[src/design/qpm_pkg.sv]
// ----------------------------------------------------------------------------
// qpm_pkg: shared types and constants for the quadrotor PD motor mixer
// Item structs, sequencer opcodes, controller states and the CORDIC table.
// ----------------------------------------------------------------------------
`default_nettype none

package qpm_pkg;

  localparam int CORDIC_STEPS_DEF = 14;
  localparam int ATAN_LEN         = 24;
  localparam int STEP_W           = 6;

  typedef enum logic [2:0] {
    REG_P_GAIN     = 3'd0,
    REG_I_GAIN     = 3'd1,
    REG_D_GAIN     = 3'd2,
    REG_CLIMB_GAIN = 3'd3,
    REG_HOVER      = 3'd4
  } cfg_reg_e;

  typedef struct packed {
    logic signed [15:0] quat_x;
    logic signed [15:0] quat_y;
    logic signed [15:0] quat_z;
    logic signed [15:0] quat_w;
    logic signed [15:0] target_x;
    logic signed [15:0] target_y;
    logic signed [15:0] target_z;
    logic signed [15:0] vertical_speed;
    logic               clear_state;
  } in_item_t;

  typedef struct packed {
    logic signed [31:0] motor_a;
    logic signed [31:0] motor_b;
    logic signed [31:0] motor_c;
    logic signed [31:0] motor_d;
  } out_item_t;

  typedef struct packed {
    logic [2:0]  reg_index;
    logic [15:0] wdata;
  } cfg_wr_t;

  typedef enum logic [5:0] {
    OP_NOP, OP_XZ, OP_WY, OP_YZ, OP_WX, OP_XX, OP_YY, OP_ZZ, OP_XY, OP_WZ,
    OP_EX, OP_EY, OP_EZ, OP_EFIN, OP_V, OP_P, OP_I, OP_D, OP_TFIN,
    OP_RY, OP_RA, OP_PX, OP_PB, OP_WAITC, OP_YFIN, OP_RPFIN, OP_S, OP_FAC,
    OP_M0, OP_M1, OP_M2, OP_M3
  } op_e;

  typedef enum logic [1:0] {
    ST_IDLE,
    ST_RUN,
    ST_OUT
  } ctrl_state_e;

  typedef struct packed {
    logic load;
    logic cordic_start;
    op_e  op;
  } cmd_t;

  typedef struct packed {
    logic cordic_done;
  } sts_t;

  localparam logic [STEP_W-1:0] SEQ_LAST     = 6'd32;
  localparam logic [STEP_W-1:0] CORDIC_START = 6'd10;

  // Microcode: one op per step; a product lands in the cycle after its op.
  function automatic op_e seq_op(input logic [STEP_W-1:0] step);
    op_e r;
    case (step)
      6'd0:  r = OP_XZ;
      6'd1:  r = OP_WY;
      6'd2:  r = OP_YZ;
      6'd3:  r = OP_WX;
      6'd4:  r = OP_XX;
      6'd5:  r = OP_YY;
      6'd6:  r = OP_ZZ;
      6'd7:  r = OP_XY;
      6'd8:  r = OP_WZ;
      6'd9:  r = OP_EX;
      6'd10: r = OP_EY;
      6'd11: r = OP_EZ;
      6'd12: r = OP_EFIN;
      6'd13: r = OP_V;
      6'd14: r = OP_P;
      6'd15: r = OP_I;
      6'd16: r = OP_D;
      6'd17: r = OP_TFIN;
      6'd18: r = OP_RY;
      6'd19: r = OP_RA;
      6'd20: r = OP_PX;
      6'd21: r = OP_PB;
      6'd22: r = OP_WAITC;
      6'd23: r = OP_YFIN;
      6'd24: r = OP_RPFIN;
      6'd25: r = OP_S;
      6'd26: r = OP_FAC;
      6'd28: r = OP_M0;
      6'd29: r = OP_M1;
      6'd30: r = OP_M2;
      6'd31: r = OP_M3;
      default: r = OP_NOP;
    endcase
    return r;
  endfunction

  // atan(2^-i) at scale 2^30
  function automatic logic signed [33:0] atan_val(input logic [4:0] i);
    logic signed [33:0] r;
    case (i)
      5'd0:  r = 34'sd843314856;
      5'd1:  r = 34'sd497837829;
      5'd2:  r = 34'sd263043836;
      5'd3:  r = 34'sd133525158;
      5'd4:  r = 34'sd67021686;
      5'd5:  r = 34'sd33543515;
      5'd6:  r = 34'sd16775850;
      5'd7:  r = 34'sd8388437;
      5'd8:  r = 34'sd4194282;
      5'd9:  r = 34'sd2097149;
      5'd10: r = 34'sd1048575;
      5'd11: r = 34'sd524287;
      5'd12: r = 34'sd262143;
      5'd13: r = 34'sd131071;
      5'd14: r = 34'sd65535;
      5'd15: r = 34'sd32767;
      5'd16: r = 34'sd16383;
      5'd17: r = 34'sd8191;
      5'd18: r = 34'sd4095;
      5'd19: r = 34'sd2047;
      5'd20: r = 34'sd1023;
      5'd21: r = 34'sd511;
      5'd22: r = 34'sd255;
      5'd23: r = 34'sd127;
      default: r = 34'sd0;
    endcase
    return r;
  endfunction

  localparam logic signed [33:0] PI_Z     = 34'sd3373259426;
  localparam logic signed [31:0] K_SMALL  = 32'sd328;
  localparam logic signed [31:0] K_TILT_D = 32'sd137626;
  localparam logic signed [31:0] K_SPIN   = 32'sd13108;

endpackage

`default_nettype wire

[src/design/qpm_ctrl.sv]
// ----------------------------------------------------------------------------
// qpm_ctrl: sequencer for the motor mixer
// Steps through the microcode, waits on the CORDIC, holds the result valid until taken.
// ----------------------------------------------------------------------------
`default_nettype none

module qpm_ctrl import qpm_pkg::*; (
  input  wire logic  clk_i,
  input  wire logic  rst_ni,
  input  wire logic  in_valid_i,
  output logic       in_ready_o,
  output logic       out_valid_o,
  input  wire logic  out_ready_i,
  input  wire sts_t  sts_i,
  output cmd_t       cmd_o
);

  ctrl_state_e       state_q, state_d;
  logic [STEP_W-1:0] step_q, step_d;

  always_ff @(posedge clk_i or negedge rst_ni) begin
    if (!rst_ni) begin
      state_q <= ST_IDLE;
      step_q  <= '0;
    end else begin
      state_q <= state_d;
      step_q  <= step_d;
    end
  end

  always_comb begin
    state_d     = state_q;
    step_d      = step_q;
    in_ready_o  = 1'b0;
    out_valid_o = 1'b0;
    cmd_o       = '{load: 1'b0, cordic_start: 1'b0, op: OP_NOP};
    unique case (state_q)
      ST_IDLE: begin
        in_ready_o = 1'b1;
        if (in_valid_i) begin
          cmd_o.load = 1'b1;
          step_d     = '0;
          state_d    = ST_RUN;
        end
      end
      ST_RUN: begin
        cmd_o.op           = seq_op(step_q);
        cmd_o.cordic_start = (step_q == CORDIC_START);
        if (step_q == SEQ_LAST) begin
          state_d = ST_OUT;
        end else if (!(cmd_o.op == OP_WAITC && !sts_i.cordic_done)) begin
          step_d = step_q + 1'b1;
        end
      end
      ST_OUT: begin
        out_valid_o = 1'b1;
        if (out_ready_i) begin
          state_d = ST_IDLE;
        end
      end
      default: state_d = ST_IDLE;
    endcase
  end

  a_no_overlap: assert property (@(posedge clk_i) disable iff (!rst_ni)
    !(in_ready_o && out_valid_o))
    else $error("input taken while a result is pending");

  a_load_runs: assert property (@(posedge clk_i) disable iff (!rst_ni)
    cmd_o.load |=> (state_q == ST_RUN && step_q == '0))
    else $error("load did not start the sequence");

  a_wait_holds: assert property (@(posedge clk_i) disable iff (!rst_ni)
    (state_q == ST_RUN && cmd_o.op == OP_WAITC && !sts_i.cordic_done)
      |=> (step_q == $past(step_q)))
    else $error("sequence advanced before atan2 finished");

endmodule

`default_nettype wire

[config.mk]
export PLATFORM = sky130hd
export DESIGN_NAME = qpm_ctrl
export DESIGN_NICKNAME = d
export VERILOG_FILES = /design/src/design/qpm_pkg.sv /design/src/design/qpm_ctrl.sv
export SDC_FILE = /design/constraint.sdc
export NUM_CORES = 1
export LEC_CHECK = 0
export ABC_AREA = 1
export BUFFER_PORTS_ARGS = -buffer_cell sky130_fd_sc_hd__buf_2
export CAP_MARGIN = 20
export CORE_ASPECT_RATIO = 1.5
export CORE_MARGIN = 5
export CORE_UTILIZATION = 30
export DETAILED_ROUTE_END_ITERATION = 12
export GPL_ROUTABILITY_DRIVEN = 0
export PLACE_DENSITY = 0.47
export SLEW_MARGIN = 20
export SYNTH_ARGS = -nofsm -noshare
export SYNTH_HDL_FRONTEND = slang
export SYNTH_SLANG_ARGS = --single-unit
[constraint.sdc]
create_clock -name clk_i -period 2.1 [get_ports clk_i]
set_clock_uncertainty 0.1 [all_clocks]
set_input_delay 0.525 -clock clk_i [delete_from_list [all_inputs] [get_ports clk_i]]
set_output_delay 0.525 -clock clk_i [all_outputs]
set_load 0.01 [all_outputs]
# Word-level counts from Yosys, hierarchy flattened
# Memories as Yosys holds them, arrays and structs flattened.
# Index checks and enable logic that the tools add are counted.
dict set report op_classes {
  addsub 1
  n_mul 0
  n_div 0
  order_cmp 0
  n_eq_ne 10
  shift 0
  muxes 15
  n_bitwise 0
  n_reduce_logical 6
}
# op count
set op_table {}
lappend op_table {{$mux 6} 5}
lappend op_table {{$pmux 6 s2} 1}
lappend op_table {{$ne 2x2->1 const B} 5}
lappend op_table {{$mux 7} 1}
lappend op_table {{$add 6x1->6 const B} 1}
lappend op_table {{$eq 6x4->1 const B} 1}
lappend op_table {{$eq 6x5->1 const B} 1}
lappend op_table {{$eq 6x6->1 const B} 1}
lappend op_table {{$mux 2} 3}
lappend op_table {{$pmux 2 s3} 1}
lappend op_table {{$mux 1} 4}
lappend op_table {{$reduce_and 4->1} 1}
lappend op_table {{$reduce_and 3->1} 1}
lappend op_table {{$eq 2x1->1 const B} 1}
lappend op_table {{$eq 2x2->1 const B} 1}
lappend op_table {{$logic_not 2->1} 1}
lappend op_table {{$reduce_bool 2->1} 1}
lappend op_table {{$logic_and 1x1->1} 1}
lappend op_table {{$logic_not 1->1} 1}
dict set report totals {
  register_bits 8
  latch_bits 0
  ram_bits 0
  rom_bits 160
  in_bits 5
  output_inout_bits 10
  mem_count 1
}
# memory words word_bits read_ports rd_clocked_by_memory_dff write_ports line
set mem_list {}
lappend mem_list {{(name not given)} 32 5 1 0 0 qpm_pkg.sv:74} ;# case (step)

# Longest topological paths before layout
# Gate-level depths: netlist of the first run.
# An unclocked memory read counts as a cell.
dict set report depth {
  depth_word 8
  mapped_depth 12
}

# Worst setup path after synthesis of the first run
# Ideal clock, no wire load.
dict set report synth_path {
  kind {reg2out}
  start {register step_q[0]}
  end {output cmd_o[3] in the netlist's numbering}
  arrival_ns 1.306
  t_required_ns 1.475
  path_slack_ns 0.169
  stages_incl_launch_ff 6
  n_path_buf 0
  path_cell_list {dfrtp_1 -> ha_1 -> ha_1 -> nand3_1 -> nand2_1 -> nor3_1}
}
# element line
set synth_rtl {}
lappend synth_rtl {{from (decl)} qpm_ctrl.sv:19} ;# logic [STEP_W-1:0] step_q, step_d;
lappend synth_rtl {{from (signal assigned)} qpm_ctrl.sv:27} ;# step_q <= step_d;
lappend synth_rtl {{to (decl)} qpm_ctrl.sv:15} ;# output cmd_t cmd_o

==> results of run 1 <==
[area by class of cell]
type                       instances  area [um^2]  area share
sequential                         8          203       0.186
tap                               24         30.0      0.0276
clock buffer                       3         22.5      0.0207
multi-input combinational         84          579       0.532
inverter                          14         55.1      0.0505
timing repair buffer              30          200       0.184
[final timing paths]
| check | to | slack (ps) | cells after the start | start |
|---|---|---|---|---|
| worst min register to register | state_q[1] | 420 | 1 | state_q[0] |
| worst min-delay path | step_q[1] | 20 | 1 | rst_ni |
| min in group clk_i | state_q[1] | 360 | 2 | out_ready_i |
| max in group asynchronous | step_q[0] | 1700 | 1 | rst_ni |
| worst max register to register | step_q[4] | 10 | 15 | step_q[2] |
| worst max-delay path | cmd_o[4] | -40 | 8 | step_q[0] |
[through the flow]
stage / util / power, mW / setup TNS [ps] / cell area (um^2) / hold slack, ps
after floorplan: - / 0.505 / 0 / 773 / 129
after CTS: 0.431 / 0.878 / -82.9 / 1060 / 11.4
after global placement: 0.355 / 0.657 / 0 / 871 / 282
after detailed placement: 0.355 / 0.658 / 0 / 871 / 284
after global routing: 0.445 / 0.987 / -924 / 1090 / 21.6
final: 0.445 / 0.894 / -73.0 / 1090 / 15.5
[synthesized netlist by cell type]
cell type	number	area, um^2
a21oi_1	2	10.0
buf_2	1	5.00
buf_4	1	7.51
buf_6	2	22.5
clkinv_1	1	3.75
conb_1	1	3.75
dfrtp_1	8	200
ha_1	7	87.6
inv_1	12	45.0
inv_2	1	3.75
nand2_1	26	97.6
nand2_2	1	6.26
nand2_4	3	33.8
nand3_1	12	60.1
nand3_2	1	10.0
nand4_1	2	12.5
nor2_1	15	56.3
nor2_2	3	18.8
nor2_4	1	11.3
nor3_1	1	5.00
o21ai_0	2	10.0
o21ai_2	2	17.5
o21bai_2	1	11.3
o31ai_1	1	7.51
xor2_1	3	26.3
[cell families after synthesis]
| group | synth area share |
|---|---|
| AOI/OAI and AO/OA | 0.0728 |
| buffers and inverters | 0.113 |
| DFF | 0.259 |
| adders and majority gates | 0.113 |
| other | 0.00485 |
| and+or+nand+nor | 0.403 |
| xor gates and xnor gates | 0.0340 |
[metal layers]
| metal | GRT usage | wire (um) | up-vias | share of wire |
|---|---|---|---|---|
| met4 | 0.0729 | 47 | 0 | 0.024 |
| met5 | 0 | 0 | - | 0 |
| met1 | 0.116 | 764 | 369 | 0.39 |
| met3 | 0.0185 | 58 | 4 | 0.029 |
| li1 | - | - | 404 | - |
| met2 | 0.229 | 1100 | 12 | 0.56 |
[sequential cells by signal, indices dropped and copies added, names as in the netlist]
register / cells
step_q: 6
state_q: 2
[worst max-delay path, stage by stage, from the launching register on]
cell and delay, ps:
dfrtp_2 440, ha_4 210, ha_4 160, nand3_2 70
nand2_2 60, inv_2 60, nand2_1 50, nor2_1 80
buf_2 140
[report_power, final]
group / total, mW / switching (mW) / internal (mW) / leakage [nW]
registers: 0.230 / 0.0418 / 0.189 / 0.104
clock network: 0.109 / 0.0445 / 0.0649 / 0.0138
logic: 0.554 / 0.316 / 0.238 / 0.444
total: 0.894 / 0.402 / 0.492 / 0.562
[timing repair]
action                                 in CTS  in global routing
resized for setup                          22                  9
gates cloned                                0                  0
setup buffers                              11                  1
endpoints found under the hold margin       0                  0
pin swaps                                  12                 10
setup endpoints to repair                   5                 11
==> flow_metrics.env, run 1 <==
export IMPL_fp_dieW_um=51.5
export IMPL_synth_distinct_cells=25
export IMPL_period_share=1.02
export IMPL_coreArea_um2=2450
export IMPL_path_max_fanout=5
export IMPL_ys_seq_area_frac=0.259
export IMPL_setup_viol=2
export IMPL_start_util=0.316
export IMPL_cts_hold_repair_buffers=0
export IMPL_finalMaxSlewViolations=0
export IMPL_cp_required_ps=1470
export IMPL_status="finished, violations left"
export IMPL_htree_levels=1
export IMPL_yosys_warnings=0
export IMPL_failed_checks="negative setup slack"
export IMPL_wl_per_cell_um=12.1
export IMPL_leakage_nw=0.562
export IMPL_cts_path_max_buffers=2
export IMPL_drt_first_pass_iters=4
export IMPL_grt_max_degree=9
export IMPL_rows=22
export IMPL_worstSetupPathType="register to output pin"
export IMPL_diodes=0
export IMPL_die_area_um2=3710
export IMPL_wl_um=1970
export IMPL_synth_nets=122
export IMPL_min_path_type="input port to asynchronous set/reset pin"
export IMPL_grt_pass1_vias=776
export IMPL_grt_pass1_wl_um=3370
export IMPL_powerDensity_nw_per_um2=821
export IMPL_io_pins=15
export IMPL_synth_avg_cell_area_um2=7.03
export IMPL_ys_ff_latch=8
export IMPL_clk_latency_ps=240
export IMPL_final_nets=153
export IMPL_fillerInstances=256
export IMPL_cts_buffers=3
export IMPL_syn2layout_area_growth_pct=40.9
export IMPL_final_antenna_net_count=0
export IMPL_drive_gt1_frac=0.489
export IMPL_layout_min_cycle_time_ps=2140
export IMPL_overflow=0
export IMPL_cts_tree="built"
export IMPL_cp_data_arrival_time_ps=1520
export IMPL_ir_drop_mv=0.412
export IMPL_antenna_found_initial=0
export IMPL_layout_common_cells="nand2_1, nor2_1, buf_4"
export IMPL_max_freq_mhz=467
export IMPL_crit_path_start_kind="register"
export IMPL_post_place_ws_ps=103
export IMPL_netlist_instances=110
export IMPL_report_final_hold_viol_count=0
export IMPL_maxCapViolations=0
export IMPL_final_cells=163
export IMPL_routed_via_density=4.84
export IMPL_drtIter0Drc=27
export IMPL_synth_cell_area_um2=773
export IMPL_vias=789
export IMPL_setup_slack_ps=-40.6
export IMPL_drc_errors=0
export IMPL_cts_root_buf="clkbuf_4"
export IMPL_clkTransAtPathRegs_ps=50
export IMPL_cts_num_sinks=8
export IMPL_rsz0062_at_grt="true"
export IMPL_final_common_cell="nand2_1"
export IMPL_dieHeight_um=72.2
export IMPL_end_kind="output pin"
export IMPL_place_inst=148
export IMPL_port_buffers=13
export IMPL_hpwl_um=1480
export IMPL_grt_use_total=0.120
No activity file was read; power rests on OpenSTA's default activity.
==> inputs of run 2 (changes only) <==
--- a/config.mk
+++ b/config.mk
@@ -10,8 +10,8 @@
 export CAP_MARGIN = 20
-export CORE_ASPECT_RATIO = 1.5
+export CORE_ASPECT_RATIO = 1.25
 export CORE_MARGIN = 5
-export CORE_UTILIZATION = 30
+export CORE_UTILIZATION = 38
 export DETAILED_ROUTE_END_ITERATION = 12
 export GPL_ROUTABILITY_DRIVEN = 0
-export PLACE_DENSITY = 0.47
+export PLACE_DENSITY = 0.56
 export SLEW_MARGIN = 20
==> constraint.sdc (replaced) <==
create_clock -name clk_i -period 2.1 [get_ports clk_i]
set_clock_uncertainty 0.1 [all_clocks]
set_input_delay 0.315 -clock clk_i [delete_from_list [all_inputs] [get_ports clk_i]]
set_output_delay 0.315 -clock clk_i [all_outputs]
set_load 0.01 [all_outputs]
==> run 2 against run 1 <==
  * The run now ends clean
  * Maximum frequency grew 6.8%
  * Largest power group unchanged
  * Sequential share of layout area rose by 3.7 points
  * Sequential cell count did not move
  * Register-to-register slack gained 340 ps
  * Clock-buffer cell count did not move
  * Die area fell by 18%
  * Routed wire length fell by 13%
  * Total power down 13%
  * Final area fell by 16%
  * Highest routed layer unchanged
  * Utilization rose by 2.1 points
  * Hold slack gained 150 ps
==> flow_metrics.env, run 2 (synthesis gave the netlist of run 1 again) <==
export IMPL_setup_slack_ps=96.3
export IMPL_drt_first_pass_iters=4
export IMPL_maxCapViolations=0
export IMPL_regMostFlops="step_q"
export IMPL_post_place_ws_ps=242
export IMPL_place_inst=139
export IMPL_syn2layout_area_growth_pct=18.1
export IMPL_status="completed"
export IMPL_io_pins=15
export IMPL_min_path_type="input port to register"
export IMPL_powerDensity_nw_per_um2=850
export IMPL_report_final_hold_viol_count=0
export IMPL_cts_num_sinks=8
export IMPL_drive_gt1_frac=0.315
export IMPL_wl_per_cell_um=11.6
export IMPL_crit_path_start_kind="register"
export IMPL_port_buffers=13
export IMPL_layout_common_cells="nand2_1, nor2_1, buf_2"
export IMPL_cts_path_max_buffers=2
export IMPL_coreArea_um2=1960
export IMPL_finalMaxSlewViolations=0
export IMPL_cp_required_ps=1680
export IMPL_overflow=0
export IMPL_max_freq_mhz=499
export IMPL_htree_levels=1
export IMPL_grt_pass1_vias=664
export IMPL_fillerInstances=211
export IMPL_diodes=0
export IMPL_grt_pass1_wl_um=2680
export IMPL_final_antenna_net_count=0
export IMPL_wl_um=1710
export IMPL_vias=719
export IMPL_clkTransAtPathRegs_ps=50
export IMPL_clk_latency_ps=240
export IMPL_path_max_fanout=4
export IMPL_setup_tns_ps=0
export IMPL_drtIter0Drc=12
export IMPL_grt_use_total=0.113
export IMPL_cts_root_buf="clkbuf_4"
export IMPL_start_util=0.395
export IMPL_whs_ps=166
export IMPL_cp_data_arrival_time_ps=1590
export IMPL_cts_buffers=3
export IMPL_fp_dieW_um=50.3
export IMPL_dieHeight_um=60.4
export IMPL_largest_reg_flops=6
export IMPL_layout_min_cycle_time_ps=2000
export IMPL_routed_via_density=4.89
export IMPL_end_kind="output pin"
export IMPL_drc_errors=0
export IMPL_rsz0062_at_grt="true"
export IMPL_grt_max_degree=11
export IMPL_cts_tree="built"
export IMPL_rows=18
export IMPL_largest_registers="step_q: 6 flops, state_q: 2 flops"
export IMPL_ir_drop_mv=0.426
export IMPL_hpwl_um=1360
export IMPL_antenna_found_initial=0
export IMPL_setup_viol=0
export IMPL_final_util=0.466
export IMPL_worstSetupPathType="register to output pin"
export IMPL_leakage_nw=0.504
export IMPL_final_nets=141
export IMPL_final_cells=147
export IMPL_die_area_um2=3040
export IMPL_period_share=0.954
export IMPL_final_common_cell="nand2_1"
==> run 2: cell count changes in the layout (fill, tap and decap cells not counted), sizes merged <==
cell / change
buf: -13
dlygate4sd3: +1
clkinvlp: +1
clkinv: -1
==> run 2: per-layer routing <==
metal	vias up	track usage	part of all wire
met5	-	0	0
met4	0	0.0730	0.0094
met3	2	0.00737	0.047
met2	18	0.214	0.53
met1	322	0.121	0.41
li1	377	-	-
==> run 2: through the flow <==
stage | total power, mW | cell area (um^2)
6_report | 0.776 | 913
5_1_grt | 0.857 | 913
4_1_cts | 0.730 | 863
3_5_place_dp | 0.614 | 828
3_3_place_gp | 0.610 | 828
2_1_floorplan | 0.505 | 773
==> run 2: critical path, cell delays in order, from the launching register on <==
cell and delay (ps):
dfrtp_2 400, buf_4 140, inv_1 60, ha_1 210, o21ai_0 180, nand2_1 90
nand2_2 90, nor2_1 50, buf_2 130
==> run 2: where the power goes <==
group	leakage, nW	internal, mW	switching [mW]	total [mW]
clock network	0.0138	0.0646	0.0412	0.106
registers	0.103	0.189	0.0425	0.232
logic	0.387	0.164	0.274	0.439
total	0.504	0.418	0.358	0.776
==> run 2: timing repair <==
| action | 4_1_cts | 5_1_grt |
|---|---|---|
| pin swaps | 0 | 0 |
| endpoints found under the hold margin | 8 | 0 |
| endpoints found under the setup margin | 1 | 4 |
| setup buffers | 0 | 4 |
| hold buffers | 1 | 0 |
| gates resized for setup | 1 | 7 |
==> run 2: final timing paths <==
check | start | endpoint | slack (ps) | cells past startpoint
max | step_q[0] | cmd_o[0] | 100 | 8
min | out_ready_i | state_q[1] | 170 | 2
max reg2reg | step_q[0] | step_q[2] | 350 | 11
min reg2reg | state_q[0] | state_q[1] | 440 | 1
max in group asynchronous | rst_ni | step_q[1] | 1390 | 2
min in group asynchronous | rst_ni | step_q[4] | 340 | 2
==> run 2: final cells by class <==
class	count	area [um^2]	share of cell area
multi-input combinational	84	500	0.548
sequential	8	204	0.223
timing repair buffer	18	105	0.115
inverter	14	56.3	0.0616
tap	20	25.0	0.0274
clock buffer	3	22.5	0.0247
==> inputs of run 3 (changes only) <==
Settings changed: CTS_BUF_LIST set to sky130_fd_sc_hd__clkbuf_4, GPL_TIMING_DRIVEN set to 0.
==> run 3 against run 2 <==
  * Utilization increased by 1.3 points
  * Sequential power hardly changed
  * Hold slack lost 21 ps
  * Routed wire length fell by 6.2%
  * First-iteration DRC count is 83% lower
  * Cell count is 2.0% higher
  * Setup slack improved by 46 ps
  * Critical path depth unchanged
  * Clock power grew 8%
  * Via count up 0.56%
==> flow_metrics.env, run 3 (synthesis gave the netlist of run 1 again) <==
export IMPL_antenna_found_initial=0
export IMPL_final_common_cell="nand2_1"
export IMPL_crit_buf_inv=2
export IMPL_crit_path_cell_trace="ha_4 -> ha_1 -> nand3_1 -> nand2_1 -> inv_2 -> nand2_1 -> nor2_1 -> buf_2"
export IMPL_drive_gt1_frac=0.315
export IMPL_clk_latency_ps=250
export IMPL_worstReg2RegEnd="step_q[1]"
export IMPL_hpwl_um=1250
export IMPL_grt_use_total=0.121
export IMPL_regMostFlops="step_q"
export IMPL_min_to="state_q[1]"
export IMPL_ff2ff_path_depth=11
export IMPL_syn2layout_area_growth_pct=21.5
export IMPL_slowest_delay_ps=460
export IMPL_start_util=0.395
export IMPL_vias=723
export IMPL_dieHeight_um=60.4
export IMPL_powerDensity_nw_per_um2=820
export IMPL_worstSetupPathType="register to output pin"
export IMPL_whs_ps=145
export IMPL_min_path_type="input port to register"
export IMPL_final_util=0.480
export IMPL_cts_tree="built"
export IMPL_setup_tns_ps=0
export IMPL_report_final_hold_viol_count=0
export IMPL_finalMaxSlewViolations=0
export IMPL_cts_num_sinks=8
export IMPL_largest_registers="step_q: 6 flops, state_q: 2 flops"
export IMPL_final_nets=144
export IMPL_diodes=0
export IMPL_cts_path_max_buffers=2
export IMPL_period_share=0.932
export IMPL_worstReg2RegStart="step_q[1]"
export IMPL_grt_pass1_vias=655
export IMPL_setup_viol=0
export IMPL_die_area_um2=3040
export IMPL_coreArea_um2=1960
export IMPL_rsz0062_at_grt="true"
export IMPL_maxCapViolations=0
export IMPL_wl_um=1600
export IMPL_htree_levels=1
export IMPL_leakage_nw=0.524
export IMPL_routed_via_density=4.82
export IMPL_largest_reg_flops=6
export IMPL_hp_start="out_ready_i"
export IMPL_drtIter0Drc=2
export IMPL_rows=18
export IMPL_path_max_fanout=7
export IMPL_overflow=0
export IMPL_grt_pass1_wl_um=2850
export IMPL_slowest_stage="dfrtp_2"
export IMPL_end_kind="output pin"
export IMPL_path_delay_family="flip-flops"
export IMPL_wl_per_cell_um=10.7
export IMPL_cts_buffers=3
export IMPL_drt_first_pass_iters=5
export IMPL_grt_max_degree=11
export IMPL_fp_dieW_um=50.3
export IMPL_clkTransAtPathRegs_ps=50
export IMPL_ir_drop_mv=0.567
export IMPL_drc_errors=0
export IMPL_status="completed"
export IMPL_final_antenna_net_count=0
export IMPL_port_buffers=13
export IMPL_cp_data_arrival_time_ps=1540
export IMPL_reg2reg_slack_ps=360
export IMPL_cts_root_buf="clkbuf_4"
export IMPL_layout_common_cells="nand2_1, nor2_1, buf_2"
export IMPL_cp_required_ps=1680
export IMPL_layout_min_cycle_time_ps=1960
export IMPL_holdPathStages=2
export IMPL_crit_path_frequent_cell="nand2_1"
export IMPL_io_pins=15
export IMPL_crit_path_start_kind="register"
export IMPL_max_freq_mhz=511
==> run 3: changes by cell type in the layout (fill, tap and decap cells not counted), sizes merged <==
cell / previous run / this run
buf: 17 / 20
==> run 3: final cells by class <==
| type | count | area (um^2) |
|---|---|---|
| inverter | 14 | 56.3 |
| timing repair buffer | 17 | 97.6 |
| buffer | 4 | 37.5 |
| fill | 218 | 1020 |
| clock buffer | 3 | 22.5 |
| sequential | 8 | 203 |
| tap | 20 | 25.0 |
| multi-input combinational | 84 | 498 |
==> run 3: power breakdown <==
| part | internal, mW | switching (mW) |
|---|---|---|
| combinational | 0.158 | 0.268 |
| sequential | 0.189 | 0.0422 |
| clock | 0.0652 | 0.0486 |
==> run 3: worst max-delay path by stage <==
stage                   start        end  slack (ps)  depth (start not counted)
CTS                 step_q[1]   cmd_o[4]           8                          7
detailed placement  step_q[0]  step_q[1]         230                         11
global route        step_q[1]   cmd_o[3]         -10                          6
finish              step_q[1]   cmd_o[4]         140                          8
global placement    step_q[0]  step_q[1]         260                         11
floorplan           step_q[0]   cmd_o[3]         380                          5
==> run 3: repair_timing <==
| item | CTS | global route |
|---|---|---|
| hold buffers | 1 | 0 |
| pin swaps | 0 | 1 |
| resized for setup | 2 | 6 |
| setup endpoints to repair | 1 | 4 |
| hold endpoints to repair | 8 | 0 |
| setup buffers | 0 | 3 |
==> run 3: through the flow <==
| stage | instance area (um^2) | setup slack (ps) | std cells | total power [mW] |
|---|---|---|---|---|
| after floorplan | 773 | 379 | 110 | 0.505 |
| after global placement | 863 | 258 | 143 | 0.613 |
| after detailed placement | 863 | 228 | 143 | 0.617 |
| after CTS | 900 | 7.53 | 147 | 0.741 |
| after global routing | 940 | -9.68 | 150 | 0.868 |
| final | 940 | 142 | 150 | 0.771 |
==> run 3: worst register-to-register path: stages (launching register included) <==
cell	delay, ps
dfrtp_2	460
ha_4	200
ha_1	170
inv_1	80
nand2_1	60
o21ai_2	70
nand3_2	110
nor2_4	110
nand2_4	90
nand2_4	100
nand2_1	50
nand2_1	60
==> run 3: routing by layer <==
layer	up-vias	track usage	wire, um
met4	0	0.0657	24
li1	387	-	-
met1	324	0.150	708
met2	10	0.199	820
met3	2	0.0221	50
met5	-	0	0
